==> src/hdl/ppdf_pkg.sv <==
// Shared types, constants and register map for the pixel clock and FIFO timing block.
`timescale 1ns / 1ps
package ppdf_pkg;

  // Shared divider geometry
  localparam int DIV_W = 48;
  localparam int DVS_W = 28;
  localparam int CNT_W = $clog2(DIV_W);

  // Range limits on 8*q and post divider thresholds
  localparam logic [DIV_W-1:0] Q_MIN   = DIV_W'(16 * 8);
  localparam logic [DIV_W-1:0] Q_MAX   = DIV_W'(255 * 8);
  localparam logic [10:0]      Q_POST2 = 11'(128 * 8);
  localparam logic [10:0]      Q_POST4 = 11'(64 * 8);
  localparam logic [10:0]      Q_POST8 = 11'(32 * 8);
  localparam logic [2:0]       VSHIFT_BASE = 3'(6 - 2);

  // Register indexes
  localparam logic [2:0] REG_REF_SCALED   = 3'd0;
  localparam logic [2:0] REG_MEM_FB_DIV   = 3'd1;
  localparam logic [2:0] REG_MEM_POST_DIV = 3'd2;
  localparam logic [2:0] REG_RAS_DELAY    = 3'd3;
  localparam logic [2:0] REG_PF_DELAY     = 3'd4;
  localparam logic [2:0] REG_FIFO_DEPTH   = 3'd5;
  localparam logic [2:0] REG_LOOP_LAT     = 3'd6;
  localparam logic [2:0] REG_PANEL_WIDTH  = 3'd7;

  // Register reset values
  localparam logic [24:0] RST_REF_SCALED   = 25'd1000000;
  localparam logic [8:0]  RST_MEM_FB_DIV   = 9'd128;
  localparam logic [3:0]  RST_MEM_POST_DIV = 4'd1;
  localparam logic [4:0]  RST_RAS_DELAY    = 5'd10;
  localparam logic [4:0]  RST_PF_DELAY     = 5'd9;
  localparam logic [6:0]  RST_FIFO_DEPTH   = 7'd32;
  localparam logic [3:0]  RST_LOOP_LAT     = 4'd8;
  localparam logic [11:0] RST_PANEL_WIDTH  = 12'd1024;

  typedef struct packed {
    logic [17:0] pixel_period;
    logic [5:0]  pixel_bits;
    logic [11:0] mode_width;
  } in_item_t;

  typedef struct packed {
    logic        out_of_range;
    logic [1:0]  post_div_code;
    logic [7:0]  feedback_div;
    logic [15:0] fifo_on;
    logic [15:0] fifo_off;
    logic [2:0]  fifo_precision;
    logic [15:0] fifo_xclks;
    logic [3:0]  latency_out;
  } out_item_t;

  typedef struct packed {
    logic [24:0] ref_scaled;
    logic [8:0]  mem_fb_div;
    logic [3:0]  mem_post_div;
    logic [4:0]  ras_delay;
    logic [4:0]  page_fault_delay;
    logic [6:0]  fifo_depth;
    logic [3:0]  loop_latency;
    logic [11:0] panel_width;
  } cfg_t;

  typedef struct packed {
    logic             start;
    logic [DIV_W-1:0] dividend;
    logic [DVS_W-1:0] divisor;
  } div_req_t;

  typedef struct packed {
    logic             done;
    logic [DIV_W-1:0] quot;
  } div_rsp_t;

  typedef enum logic [4:0] {
    ST_IDLE,
    ST_QDIV,
    ST_QWAIT,
    ST_MFB,
    ST_MBPP,
    ST_MPMUL,
    ST_MPDVD,
    ST_MRAS,
    ST_HALVE,
    ST_MDEPTH,
    ST_TDIV,
    ST_TWAIT,
    ST_PREC,
    ST_MDEPTH1,
    ST_OFFDIV,
    ST_OFFWAIT,
    ST_ONDIV,
    ST_ONWAIT,
    ST_T2DIV,
    ST_T2WAIT,
    ST_XDIV,
    ST_XWAIT,
    ST_MQDIV,
    ST_MQWAIT,
    ST_FIN1,
    ST_FIN2,
    ST_DONE
  } ppdf_state_t;

endpackage

==> src/hdl/pixel_pll_and_display_fifo_timing.sv <==
// Top level: sequencer and datapath for pixel PLL dividers and display FIFO timing.
// One transaction in gives one result transaction out. Each item runs seven divisions one
// after another on a single restoring divider, with common halving, bit length counting
// and multiplies and final rounding on one shared multiplier in between. An out-of-range
// request returns after the first division, a zero period without any division. in_ready
// is high only while the sequencer is idle; a finished result waits in the output register
// and the next item is accepted meanwhile. Configuration is to be written through the
// APB-style port while idle; the block itself does not enforce this. There is no clearing
// pass after reset.
`timescale 1ns / 1ps
module pixel_pll_and_display_fifo_timing (
  input  logic                  clk,
  input  logic                  rst_n,
  input  logic                  in_valid,
  output logic                  in_ready,
  input  ppdf_pkg::in_item_t    in_data,
  output logic                  out_valid,
  input  logic                  out_ready,
  output ppdf_pkg::out_item_t   out_data,
  input  logic                  cfg_psel,
  input  logic                  cfg_penable,
  input  logic                  cfg_pwrite,
  input  logic [4:0]            cfg_paddr,
  input  logic [31:0]           cfg_pwdata,
  output logic [31:0]           cfg_prdata,
  output logic                  cfg_pready
);
  import ppdf_pkg::*;

  function automatic logic [15:0] sat16(input logic [49:0] x);
    sat16 = (x > 50'd65535) ? 16'hFFFF : x[15:0];
  endfunction

  cfg_t        cfg;
  div_req_t    div_req;
  div_rsp_t    div_rsp;

  ppdf_state_t state_r, state_nxt;
  logic [17:0] period_r, period_nxt;
  logic [5:0]  bits_r, bits_nxt;
  logic [11:0] mwidth_r, mwidth_nxt;
  logic        oor_r, oor_nxt;
  logic [1:0]  code_r, code_nxt;
  logic [7:0]  fb_r, fb_nxt;
  logic [23:0] mul_r, mul_nxt;
  logic [27:0] dvd_r, dvd_nxt;
  logic [16:0] rmul_r, rmul_nxt;
  logic [11:0] rdiv_r, rdiv_nxt;
  logic [30:0] prod_r, prod_nxt;
  logic [47:0] t_r, t_nxt;
  logic [5:0]  bl_r, bl_nxt;
  logic [2:0]  prec_r, prec_nxt;
  logic [47:0] off_r, off_nxt;
  logic [49:0] on_r, on_nxt;
  logic [23:0] t2_r, t2_nxt;
  logic [47:0] xclks_r, xclks_nxt;
  logic [47:0] mq_r, mq_nxt;
  logic        out_valid_r, out_valid_nxt;
  out_item_t   out_data_r, out_data_nxt;

  logic        accept;
  logic        slot_free;
  logic        q_oor;
  logic [1:0]  q_code;
  logic [13:0] q_fbw;
  logic        halve_go;
  logic [2:0]  vshift0;
  logic [3:0]  vshift;
  logic        xs_neg;
  logic [2:0]  shl;
  logic [2:0]  ush;
  logic [23:0] rmul_sh;
  logic [10:0] pfd_sh;
  logic [49:0] umask;
  logic [47:0] mul48;
  logic [47:0] lowbit;
  logic [49:0] onm;
  logic [49:0] on_sum;
  logic [47:0] off_sub;
  logic [23:0] mult_a;
  logic [11:0] mult_b;
  logic [35:0] mult_p;

  ppdf_regs u_regs (
    .clk        (clk),
    .rst_n      (rst_n),
    .cfg_psel   (cfg_psel),
    .cfg_penable(cfg_penable),
    .cfg_pwrite (cfg_pwrite),
    .cfg_paddr  (cfg_paddr),
    .cfg_pwdata (cfg_pwdata),
    .cfg_prdata (cfg_prdata),
    .cfg_pready (cfg_pready),
    .cfg        (cfg)
  );

  ppdf_div u_div (
    .clk  (clk),
    .rst_n(rst_n),
    .req  (div_req),
    .rsp  (div_rsp)
  );

  assign in_ready  = (state_r == ST_IDLE);
  assign accept    = in_valid && in_ready;
  assign slot_free = !out_valid_r || out_ready;
  assign out_valid = out_valid_r;
  assign out_data  = out_data_r;

  // Range check and divider pick on 8*q
  assign q_oor  = (div_rsp.quot < Q_MIN) || (div_rsp.quot > Q_MAX);
  assign q_code = 2'(div_rsp.quot[10:0] < Q_POST2) + 2'(div_rsp.quot[10:0] < Q_POST4)
                + 2'(div_rsp.quot[10:0] < Q_POST8);
  assign q_fbw  = {3'b000, div_rsp.quot[10:0]} << q_code;

  assign halve_go = ((mul_r != '0) || (dvd_r != '0)) && !mul_r[0] && !dvd_r[0];

  // Shift amounts; precision seven turns the extra shift into a right shift by one
  assign vshift0 = (bits_r == '0) ? (VSHIFT_BASE - 3'd1) : VSHIFT_BASE;
  assign vshift  = 4'(vshift0) + 4'd6 - 4'(prec_r);
  assign xs_neg  = (prec_r == 3'd7);
  assign shl     = 3'd6 - prec_r;
  assign ush     = xs_neg ? 3'd0 : shl;
  assign rmul_sh = xs_neg ? 24'(rmul_r >> 1) : (24'(rmul_r) << shl);
  assign pfd_sh  = xs_neg ? 11'(cfg.page_fault_delay >> 1)
                          : (11'(cfg.page_fault_delay) << shl);
  assign umask   = ~((50'd1 << ush) - 50'd1);
  assign mul48   = 48'(mul_r);
  assign lowbit  = 48'd1 << vshift0;

  // Final on point arithmetic
  assign onm     = (on_r >= 50'(t2_r)) ? on_r : 50'(t2_r);
  assign on_sum  = onm + (50'(t2_r) << 1) + 50'(pfd_sh) + ((50'd1 << ush) - 50'd1);
  assign off_sub = (off_r > mq_r) ? (off_r - mq_r) : 48'd0;

  // Shared multiplier
  assign mult_p = mult_a * mult_b;

  // Next state
  always_comb begin
    state_nxt = state_r;
    case (state_r)
      ST_IDLE:    if (accept) state_nxt = ST_QDIV;
      ST_QDIV:    state_nxt = (period_r == '0) ? ST_DONE : ST_QWAIT;
      ST_QWAIT:   if (div_rsp.done) state_nxt = q_oor ? ST_DONE : ST_MFB;
      ST_MFB:     state_nxt = ST_MBPP;
      ST_MBPP:    state_nxt = ST_MPMUL;
      ST_MPMUL:   state_nxt = ST_MPDVD;
      ST_MPDVD:   state_nxt = ST_MRAS;
      ST_MRAS:    state_nxt = ST_HALVE;
      ST_HALVE:   if (!halve_go) state_nxt = ST_MDEPTH;
      ST_MDEPTH:  state_nxt = ST_TDIV;
      ST_TDIV:    state_nxt = ST_TWAIT;
      ST_TWAIT:   if (div_rsp.done) state_nxt = ST_PREC;
      ST_PREC:    if (t_r == '0) state_nxt = ST_MDEPTH1;
      ST_MDEPTH1: state_nxt = ST_OFFDIV;
      ST_OFFDIV:  state_nxt = ST_OFFWAIT;
      ST_OFFWAIT: if (div_rsp.done) state_nxt = ST_ONDIV;
      ST_ONDIV:   state_nxt = ST_ONWAIT;
      ST_ONWAIT:  if (div_rsp.done) state_nxt = ST_T2DIV;
      ST_T2DIV:   state_nxt = ST_T2WAIT;
      ST_T2WAIT:  if (div_rsp.done) state_nxt = ST_XDIV;
      ST_XDIV:    state_nxt = ST_XWAIT;
      ST_XWAIT:   if (div_rsp.done) state_nxt = ST_MQDIV;
      ST_MQDIV:   state_nxt = ST_MQWAIT;
      ST_MQWAIT:  if (div_rsp.done) state_nxt = ST_FIN1;
      ST_FIN1:    state_nxt = ST_FIN2;
      ST_FIN2:    state_nxt = ST_DONE;
      ST_DONE:    if (slot_free) state_nxt = ST_IDLE;
      default:    state_nxt = ST_IDLE;
    endcase
  end

  // Datapath and control outputs
  always_comb begin
    period_nxt    = period_r;
    bits_nxt      = bits_r;
    mwidth_nxt    = mwidth_r;
    oor_nxt       = oor_r;
    code_nxt      = code_r;
    fb_nxt        = fb_r;
    mul_nxt       = mul_r;
    dvd_nxt       = dvd_r;
    rmul_nxt      = rmul_r;
    rdiv_nxt      = rdiv_r;
    prod_nxt      = prod_r;
    t_nxt         = t_r;
    bl_nxt        = bl_r;
    prec_nxt      = prec_r;
    off_nxt       = off_r;
    on_nxt        = on_r;
    t2_nxt        = t2_r;
    xclks_nxt     = xclks_r;
    mq_nxt        = mq_r;
    out_data_nxt  = out_data_r;
    out_valid_nxt = out_valid_r && !out_ready;
    div_req       = '0;
    mult_a        = '0;
    mult_b        = '0;
    case (state_r)
      ST_IDLE: begin
        if (accept) begin
          period_nxt = in_data.pixel_period;
          bits_nxt   = in_data.pixel_bits;
          mwidth_nxt = in_data.mode_width;
          oor_nxt    = 1'b0;
        end
      end
      ST_QDIV: begin
        if (period_r == '0) begin
          oor_nxt = 1'b1;
        end else begin
          div_req.start    = 1'b1;
          div_req.dividend = 48'({cfg.ref_scaled, 2'b00});
          div_req.divisor  = 28'(period_r);
        end
      end
      ST_QWAIT: begin
        if (div_rsp.done) begin
          oor_nxt  = q_oor;
          code_nxt = q_code;
          fb_nxt   = q_fbw[10:3];
        end
      end
      ST_MFB: begin
        mul_nxt = 24'(cfg.mem_fb_div) << code_r;
        mult_a  = 24'(fb_r);
        mult_b  = 12'(cfg.mem_post_div);
        dvd_nxt = 28'(mult_p);
      end
      ST_MBPP: begin
        if (bits_r >= 6'd8) begin
          mult_a  = dvd_r[23:0];
          mult_b  = 12'(bits_r[5:2]);
          dvd_nxt = 28'(mult_p);
        end
      end
      ST_MPMUL: begin
        if (mwidth_r != '0) begin
          mult_a  = mul_r;
          mult_b  = cfg.panel_width;
          mul_nxt = 24'(mult_p);
        end
      end
      ST_MPDVD: begin
        rdiv_nxt = (mwidth_r != '0) ? mwidth_r : 12'd1;
        if (mwidth_r != '0) begin
          mult_a  = dvd_r[23:0];
          mult_b  = mwidth_r;
          dvd_nxt = 28'(mult_p);
        end
      end
      ST_MRAS: begin
        mult_a   = 24'(cfg.ras_delay);
        mult_b   = (mwidth_r != '0) ? cfg.panel_width : 12'd1;
        rmul_nxt = 17'(mult_p);
      end
      ST_HALVE: begin
        if (halve_go) begin
          mul_nxt = mul_r >> 1;
          dvd_nxt = dvd_r >> 1;
        end
      end
      ST_MDEPTH: begin
        mult_a   = mul_r;
        mult_b   = 12'(cfg.fifo_depth);
        prod_nxt = 31'(mult_p);
      end
      ST_TDIV: begin
        div_req.start    = 1'b1;
        div_req.dividend = 48'(prod_r) << vshift0;
        div_req.divisor  = dvd_r;
      end
      ST_TWAIT: begin
        if (div_rsp.done) begin
          t_nxt  = div_rsp.quot;
          bl_nxt = '0;
        end
      end
      ST_PREC: begin
        // Bit length counted one shift at a time
        if (t_r != '0) begin
          t_nxt  = t_r >> 1;
          bl_nxt = bl_r + 6'd1;
        end else if (bl_r <= 6'd5) begin
          prec_nxt = 3'd0;
        end else if (bl_r >= 6'd12) begin
          prec_nxt = 3'd7;
        end else begin
          prec_nxt = 3'(bl_r - 6'd5);
        end
      end
      ST_MDEPTH1: begin
        mult_a   = mul_r;
        mult_b   = (cfg.fifo_depth == '0) ? 12'd0 : 12'(cfg.fifo_depth - 7'd1);
        prod_nxt = 31'(mult_p);
      end
      ST_OFFDIV: begin
        div_req.start    = 1'b1;
        div_req.dividend = 48'(prod_r) << vshift;
        div_req.divisor  = dvd_r;
      end
      ST_OFFWAIT: begin
        if (div_rsp.done) begin
          off_nxt = (div_rsp.quot > lowbit) ? (div_rsp.quot - lowbit) : 48'd0;
        end
      end
      ST_ONDIV: begin
        div_req.start    = 1'b1;
        div_req.dividend = (mul48 << vshift) + 48'(dvd_r);
        div_req.divisor  = dvd_r;
      end
      ST_ONWAIT: begin
        if (div_rsp.done) on_nxt = 50'(div_rsp.quot);
      end
      ST_T2DIV: begin
        div_req.start    = 1'b1;
        div_req.dividend = 48'(rmul_sh) + 48'(rdiv_r);
        div_req.divisor  = 28'(rdiv_r);
      end
      ST_T2WAIT: begin
        if (div_rsp.done) t2_nxt = div_rsp.quot[23:0];
      end
      ST_XDIV: begin
        div_req.start    = 1'b1;
        div_req.dividend = (mul48 << (5'(vshift) + 5'd5)) + 48'(dvd_r);
        div_req.divisor  = dvd_r;
      end
      ST_XWAIT: begin
        if (div_rsp.done) xclks_nxt = div_rsp.quot;
      end
      ST_MQDIV: begin
        div_req.start    = 1'b1;
        div_req.dividend = mul48 << vshift;
        div_req.divisor  = dvd_r;
      end
      ST_MQWAIT: begin
        if (div_rsp.done) mq_nxt = div_rsp.quot;
      end
      ST_FIN1: begin
        on_nxt = on_sum & umask;
      end
      ST_FIN2: begin
        // Fall back below the off point when the rounded on point reaches it
        if (on_r >= (50'(off_r) & umask)) on_nxt = 50'(off_sub) & umask;
      end
      ST_DONE: begin
        if (slot_free) begin
          out_valid_nxt = 1'b1;
          out_data_nxt  = '0;
          if (oor_r) begin
            out_data_nxt.out_of_range = 1'b1;
          end else begin
            out_data_nxt.post_div_code  = code_r;
            out_data_nxt.feedback_div   = fb_r;
            out_data_nxt.fifo_on        = sat16(on_r);
            out_data_nxt.fifo_off       = sat16(50'(off_r));
            out_data_nxt.fifo_precision = prec_r;
            out_data_nxt.fifo_xclks     = sat16(50'(xclks_r));
            out_data_nxt.latency_out    = cfg.loop_latency;
          end
        end
      end
      default: begin
        div_req = '0;
      end
    endcase
  end

  always_ff @(posedge clk) begin
    if (!rst_n) begin
      state_r     <= ST_IDLE;
      out_valid_r <= 1'b0;
    end else begin
      state_r     <= state_nxt;
      out_valid_r <= out_valid_nxt;
    end
    period_r   <= period_nxt;
    bits_r     <= bits_nxt;
    mwidth_r   <= mwidth_nxt;
    oor_r      <= oor_nxt;
    code_r     <= code_nxt;
    fb_r       <= fb_nxt;
    mul_r      <= mul_nxt;
    dvd_r      <= dvd_nxt;
    rmul_r     <= rmul_nxt;
    rdiv_r     <= rdiv_nxt;
    prod_r     <= prod_nxt;
    t_r        <= t_nxt;
    bl_r       <= bl_nxt;
    prec_r     <= prec_nxt;
    off_r      <= off_nxt;
    on_r       <= on_nxt;
    t2_r       <= t2_nxt;
    xclks_r    <= xclks_nxt;
    mq_r       <= mq_nxt;
    out_data_r <= out_data_nxt;
  end

endmodule

==> src/hdl/ppdf_regs.sv <==
// Configuration register file behind the APB-style port.
`timescale 1ns / 1ps
module ppdf_regs (
  input  logic               clk,
  input  logic               rst_n,
  input  logic               cfg_psel,
  input  logic               cfg_penable,
  input  logic               cfg_pwrite,
  input  logic [4:0]         cfg_paddr,
  input  logic [31:0]        cfg_pwdata,
  output logic [31:0]        cfg_prdata,
  output logic               cfg_pready,
  output ppdf_pkg::cfg_t     cfg
);
  import ppdf_pkg::*;

  cfg_t       cfg_r, cfg_nxt;
  logic       wr_en;
  logic [2:0] idx;

  assign cfg_pready = 1'b1;
  assign wr_en      = cfg_psel && cfg_penable && cfg_pwrite;
  assign idx        = cfg_paddr[4:2];
  assign cfg        = cfg_r;

  // Write decode
  always_comb begin
    cfg_nxt = cfg_r;
    if (wr_en) begin
      case (idx)
        REG_REF_SCALED:   cfg_nxt.ref_scaled       = cfg_pwdata[24:0];
        REG_MEM_FB_DIV:   cfg_nxt.mem_fb_div       = cfg_pwdata[8:0];
        REG_MEM_POST_DIV: cfg_nxt.mem_post_div     = cfg_pwdata[3:0];
        REG_RAS_DELAY:    cfg_nxt.ras_delay        = cfg_pwdata[4:0];
        REG_PF_DELAY:     cfg_nxt.page_fault_delay = cfg_pwdata[4:0];
        REG_FIFO_DEPTH:   cfg_nxt.fifo_depth       = cfg_pwdata[6:0];
        REG_LOOP_LAT:     cfg_nxt.loop_latency     = cfg_pwdata[3:0];
        REG_PANEL_WIDTH:  cfg_nxt.panel_width      = cfg_pwdata[11:0];
        default:          cfg_nxt = cfg_r;
      endcase
    end
  end

  always_ff @(posedge clk) begin
    if (!rst_n) begin
      cfg_r.ref_scaled       <= RST_REF_SCALED;
      cfg_r.mem_fb_div       <= RST_MEM_FB_DIV;
      cfg_r.mem_post_div     <= RST_MEM_POST_DIV;
      cfg_r.ras_delay        <= RST_RAS_DELAY;
      cfg_r.page_fault_delay <= RST_PF_DELAY;
      cfg_r.fifo_depth       <= RST_FIFO_DEPTH;
      cfg_r.loop_latency     <= RST_LOOP_LAT;
      cfg_r.panel_width      <= RST_PANEL_WIDTH;
    end else begin
      cfg_r <= cfg_nxt;
    end
  end

  // Read mux
  always_comb begin
    case (idx)
      REG_REF_SCALED:   cfg_prdata = 32'(cfg_r.ref_scaled);
      REG_MEM_FB_DIV:   cfg_prdata = 32'(cfg_r.mem_fb_div);
      REG_MEM_POST_DIV: cfg_prdata = 32'(cfg_r.mem_post_div);
      REG_RAS_DELAY:    cfg_prdata = 32'(cfg_r.ras_delay);
      REG_PF_DELAY:     cfg_prdata = 32'(cfg_r.page_fault_delay);
      REG_FIFO_DEPTH:   cfg_prdata = 32'(cfg_r.fifo_depth);
      REG_LOOP_LAT:     cfg_prdata = 32'(cfg_r.loop_latency);
      REG_PANEL_WIDTH:  cfg_prdata = 32'(cfg_r.panel_width);
      default:          cfg_prdata = 32'd0;
    endcase
  end

endmodule

==> src/hdl/ppdf_div.sv <==
// Shared restoring divider, one quotient bit per cycle; zero divisor gives all ones.
`timescale 1ns / 1ps
module ppdf_div (
  input  logic                clk,
  input  logic                rst_n,
  input  ppdf_pkg::div_req_t  req,
  output ppdf_pkg::div_rsp_t  rsp
);
  import ppdf_pkg::*;

  logic             busy_r, busy_nxt;
  logic             done_r, done_nxt;
  logic [CNT_W-1:0] cnt_r, cnt_nxt;
  logic [DVS_W-1:0] rem_r, rem_nxt;
  logic [DIV_W-1:0] dq_r, dq_nxt;
  logic [DVS_W-1:0] dvs_r, dvs_nxt;
  logic [DVS_W:0]   shifted;
  logic [DVS_W:0]   diff;
  logic             ge;

  // Trial subtract
  assign shifted = {rem_r, dq_r[DIV_W-1]};
  assign ge      = shifted >= {1'b0, dvs_r};
  assign diff    = shifted - {1'b0, dvs_r};

  always_comb begin
    busy_nxt = busy_r;
    done_nxt = 1'b0;
    cnt_nxt  = cnt_r;
    rem_nxt  = rem_r;
    dq_nxt   = dq_r;
    dvs_nxt  = dvs_r;
    if (req.start) begin
      busy_nxt = 1'b1;
      cnt_nxt  = '0;
      rem_nxt  = '0;
      dq_nxt   = req.dividend;
      dvs_nxt  = req.divisor;
    end else if (busy_r) begin
      rem_nxt = ge ? diff[DVS_W-1:0] : shifted[DVS_W-1:0];
      dq_nxt  = {dq_r[DIV_W-2:0], ge};
      cnt_nxt = cnt_r + 1'b1;
      if (cnt_r == CNT_W'(DIV_W - 1)) begin
        busy_nxt = 1'b0;
        done_nxt = 1'b1;
      end
    end
  end

  always_ff @(posedge clk) begin
    if (!rst_n) begin
      busy_r <= 1'b0;
      done_r <= 1'b0;
      cnt_r  <= '0;
    end else begin
      busy_r <= busy_nxt;
      done_r <= done_nxt;
      cnt_r  <= cnt_nxt;
    end
    rem_r <= rem_nxt;
    dq_r  <= dq_nxt;
    dvs_r <= dvs_nxt;
  end

  assign rsp.done = done_r;
  assign rsp.quot = dq_r;

endmodule

==> config.mk <==
export PLATFORM = sky130hd
export DESIGN_NAME = pixel_pll_and_display_fifo_timing
export DESIGN_NICKNAME = d
export VERILOG_FILES = /design/src/hdl/ppdf_pkg.sv /design/src/hdl/pixel_pll_and_display_fifo_timing.sv /design/src/hdl/ppdf_regs.sv /design/src/hdl/ppdf_div.sv
export SDC_FILE = /design/constraint.sdc
export NUM_CORES = 2
export LEC_CHECK = 0
export ABC_AREA = 1
export BUFFER_PORTS_ARGS = -buffer_cell sky130_fd_sc_hd__buf_2
export CORE_ASPECT_RATIO = 1.25
export CORE_MARGIN = 1
export CORE_UTILIZATION = 35
export CTS_CLUSTER_DIAMETER = 120
export CTS_CLUSTER_SIZE = 8
export DETAILED_ROUTE_END_ITERATION = 10
export HOLD_SLACK_MARGIN = 0.05
export PLACE_DENSITY_LB_ADDON = 0.08
export SLEW_MARGIN = 20
export SYNTH_ARGS = -nofsm -noshare
export SYNTH_HDL_FRONTEND = slang
export SYNTH_SLANG_ARGS = --single-unit
==> constraint.sdc <==
create_clock -name clk -period 13.55 [get_ports clk]
set_input_delay 0.6775 -clock clk [delete_from_list [all_inputs] [get_ports clk]]
set_output_delay 0.6775 -clock clk [all_outputs]
set_load 0.1 [all_outputs]
==> results.json <==
{
  "outcome": "finished clean",
  "wl_met2_um": 129000,
  "crit_required_ns": 14.09,
  "ys_async_sr_fraction_pct": 0,
  "ff2ff_path_depth": 31,
  "critPathArrivalTime_ns": 9.15,
  "via_per_inst": 5.33,
  "dieWidth_um": 369,
  "wl_per_cell_um": 24.9,
  "setup_ws_ns": 4.93,
  "fillCellCount": 17800,
  "cpPeakStageDelay_ns": 0.62,
  "met1Wirelength_um": 97700,
  "worst_hold_path.endpoint": "mwidth_r[3]",
  "synth_edf_count": 576,
  "slew_viol_final": 0,
  "initial_utilization_pct": 35.4,
  "cts_inserted_buffers": 97,
  "seq_area_frac_synth_pct": 33.2,
  "maxCapViolations": 0,
  "drive_gt1_share_pct": 6.88,
  "highest_layer": "met5",
  "htreeDepth": 3,
  "reg2reg_to": "dvd_r[24]",
  "rows": 167,
  "ys_warn_count": 0,
  "postCtsSetupBuffers": 0,
  "path_class": "flip-flop to flip-flop",
  "gp_congestion": 0.964,
  "clockBufferDepth": 3,
  "drtPass1Iterations": 6,
  "die_height_um": 461,
  "io_buffers": 163,
  "multi_input_area_mm2": 0.0335,
  "worstHoldPathType": "input pin to flip-flop",
  "area_growth_pct": 10.3,
  "antenna_found_initial": 6,
  "root_buffer": "clkbuf_16",
  "cpMaxStageDelayCell": "dfxtp_1",
  "max-vdd-ir-drop_v": 0.000119,
  "final_common_cell": "nand2_1",
  "wl_met3_um": 9550,
  "drt.antenna.violating_nets": 0,
  "rsz0062_at_grt": "no",
  "skew_ns": 0.0943,
  "io-pin-count": 181,
  "dr_total_vias": 53900,
  "core-area_mm2": 0.166,
  "drc_errors": 0,
  "dieArea_mm2": 0.170,
  "fin_tns_setup_ns": 0,
  "grt_pass1_wl_um": 363000,
  "synth_cells": 7775,
  "mostFrequentLayoutCells": "1757 x nand2_1, 1234 x inv_1, 690 x nor2_1, 599 x o21ai_0, 576 x edfxtp_1",
  "min_from": "in_data[3]",
  "clk_pin_slew_worst_paths_ns": 0.06,
  "fin_cells": 10100,
  "cp-start-kind": "flip-flop",
  "ff_latch_area_mm2": 0.0196,
  "synth_ff_type": "edfxtp_1",
  "crit_fanout": 32,
  "p_per_area_mw_per_mm2": 139,
  "setup_viol": 0,
  "hold_violations": 0,
  "clock_latency_ns": 0.78,
  "fin_crit_ns": 8.62,
  "routed_wl_um": 252000,
  "placedCellCount": 9963,
  "timing.rr.start": "state_r[4]",
  "period_share_pct": 63.6,
  "avgSynthCellArea_um2": 7.58,
  "fmax_mhz": 116,
  "worst_slew_pin_slew_ns": 1.13,
  "post-place-ws_ns": 5.06,
  "synthesis.area_mm2": 0.0589,
  "nets": 8567,
  "endpoint_kind": "flip-flop",
  "hold_depth": 1,
  "overflow": 0,
  "rrSetupSlack_ns": 4.93,
  "dp_hpwl_um": 208000,
  "slew_headroom_pct": 23.5,
  "first_iter_violations": 4093,
  "cts_tree": "built",
  "leakage_nw": 28.7,
  "first_global_vias": 53800,
  "track_usage_pct": 29.4,
  "ys_types": 72,
  "cts_num_sinks": 689,
  "grt_max_degree": 92,
  "ys_ff_latch": 689
}
per-layer routing:
layer  up-vias  track usage, %
li1      25900               -
met1     26100            33.2
met2      1470            54.0
met3       442            2.73
met4         4            15.8
met5         -               0
kinds of logic (layout without fill, tap and decap cells):
logic type               count (synthesis)  in the layout  share of synthesized area [%]
AND/OR/NAND/NOR                       3253           3253                           23.4
buffers and inverters                 1557           1676                           10.3
AO/OA/AOI/OAI                         1544           1544                           15.0
flip-flops                             689            689                           33.2
adder cells (fa/ha/maj)                620            620                           16.4
XOR/XNOR                               106            106                           1.62
multiplexers                             4              4                         0.0680
other                                    2             28                         0.0127
cell usage after synthesis, types with 61 or more instances:
library cell  number  share of area, %
nand2_1         1758                11
inv_1           1237               7.9
nor2_1           700               4.5
o21ai_0          599               5.1
edfxtp_1         576                29
a21oi_1          457               3.9
nand3_1          420               3.6
ha_1             369               7.8
fa_1             251               8.5
clkbuf_1         170               1.1
dfxtp_1          113               3.8
nand4_1          105               1.1
o211ai_1          97               1.2
nor3_1            70              0.59
xor2_1            62              0.92
buf_2             61              0.52
sequential cells by signal (all words and copies together), names as in the netlist, 3 cells and up:
| register | count |
|---|---|
| bits_r | 6 |
| bl_r | 6 |
| dvd_r | 28 |
| fb_r | 8 |
| mq_r | 48 |
| mul_r | 24 |
| mwidth_r | 12 |
| off_r | 48 |
| on_r | 50 |
| out_data | 66 |
| period_r | 18 |
| prec_r | 3 |
| prod_r | 31 |
| rdiv_r | 12 |
| rmul_r | 17 |
| state_r | 5 |
| t2_r | 24 |
| t_r | 48 |
| u_div.cnt_r | 6 |
| u_div.dq_r | 48 |
| u_div.dvs_r | 28 |
| u_div.rem_r | 28 |
| u_regs.cfg | 71 |
| xclks_r | 48 |
layout make-up:
| cell class | instances | area share, % |
|---|---|---|
| well taps | 2197 | 4.23 |
| inverters | 1277 | 7.40 |
| multi-input cells | 5551 | 51.6 |
| repair buffers | 251 | 2.30 |
| diodes | 4 | 0.0154 |
| clock buffers | 138 | 3.97 |
| flip-flops and latches | 689 | 30.1 |
| clock inverters | 10 | 0.399 |
what timing repair did:
action | 4_1_cts | 5_1_grt
hold buffers | 2 | 0
hold endpoints to repair | 2 | 0
gates resized for setup | 0 | 0
per-stage QoR:
step / util [%] / power, mW / hold slack, ns / area [µm²]
after floorplan: - / 5.35 / 0.443 / 59000
after global placement: 37.3 / 6.67 / 0.463 / 62100
after detailed placement: 37.3 / 6.68 / 0.461 / 62100
after CTS: 39.1 / 9.08 / 0.0500 / 65000
after global routing: 39.1 / 9.54 / 0.0653 / 65000
final: 39.1 / 9.03 / 0.0981 / 65000
critical path: cells and delay by family, from the launching register on:
family / cells / cell delay (ns)
compound gates: 7 / 1.64
simple gates: 9 / 1.27
flops: 1 / 0.62
buf+inv: 8 / 1.50
fa+ha+maj: 6 / 2.87
xor+xnor: 1 / 0.42
where the power goes:
group	internal, mW	switching (mW)	leakage [nW]	total (mW)
sequential	2.87	0.380	6.30	3.25
combinational	0.949	2.46	21.1	3.41
clock	1.36	1.02	1.35	2.37
worst max-delay path by stage:
stage	startpoint	to	slack, ns	cells past startpoint
2_1_floorplan	state_r[2]	dvd_r[24]	6.67	30
3_3_place_gp	state_r[4]	dvd_r[24]	5.12	31
3_5_place_dp	state_r[4]	mul_r[20]	5.06	29
4_1_cts	state_r[4]	mul_r[20]	4.92	29
5_1_grt	state_r[4]	mul_r[20]	4.52	29
6_report	state_r[4]	dvd_r[24]	4.93	31
Note: power is estimated with default switching activity, not from simulation.
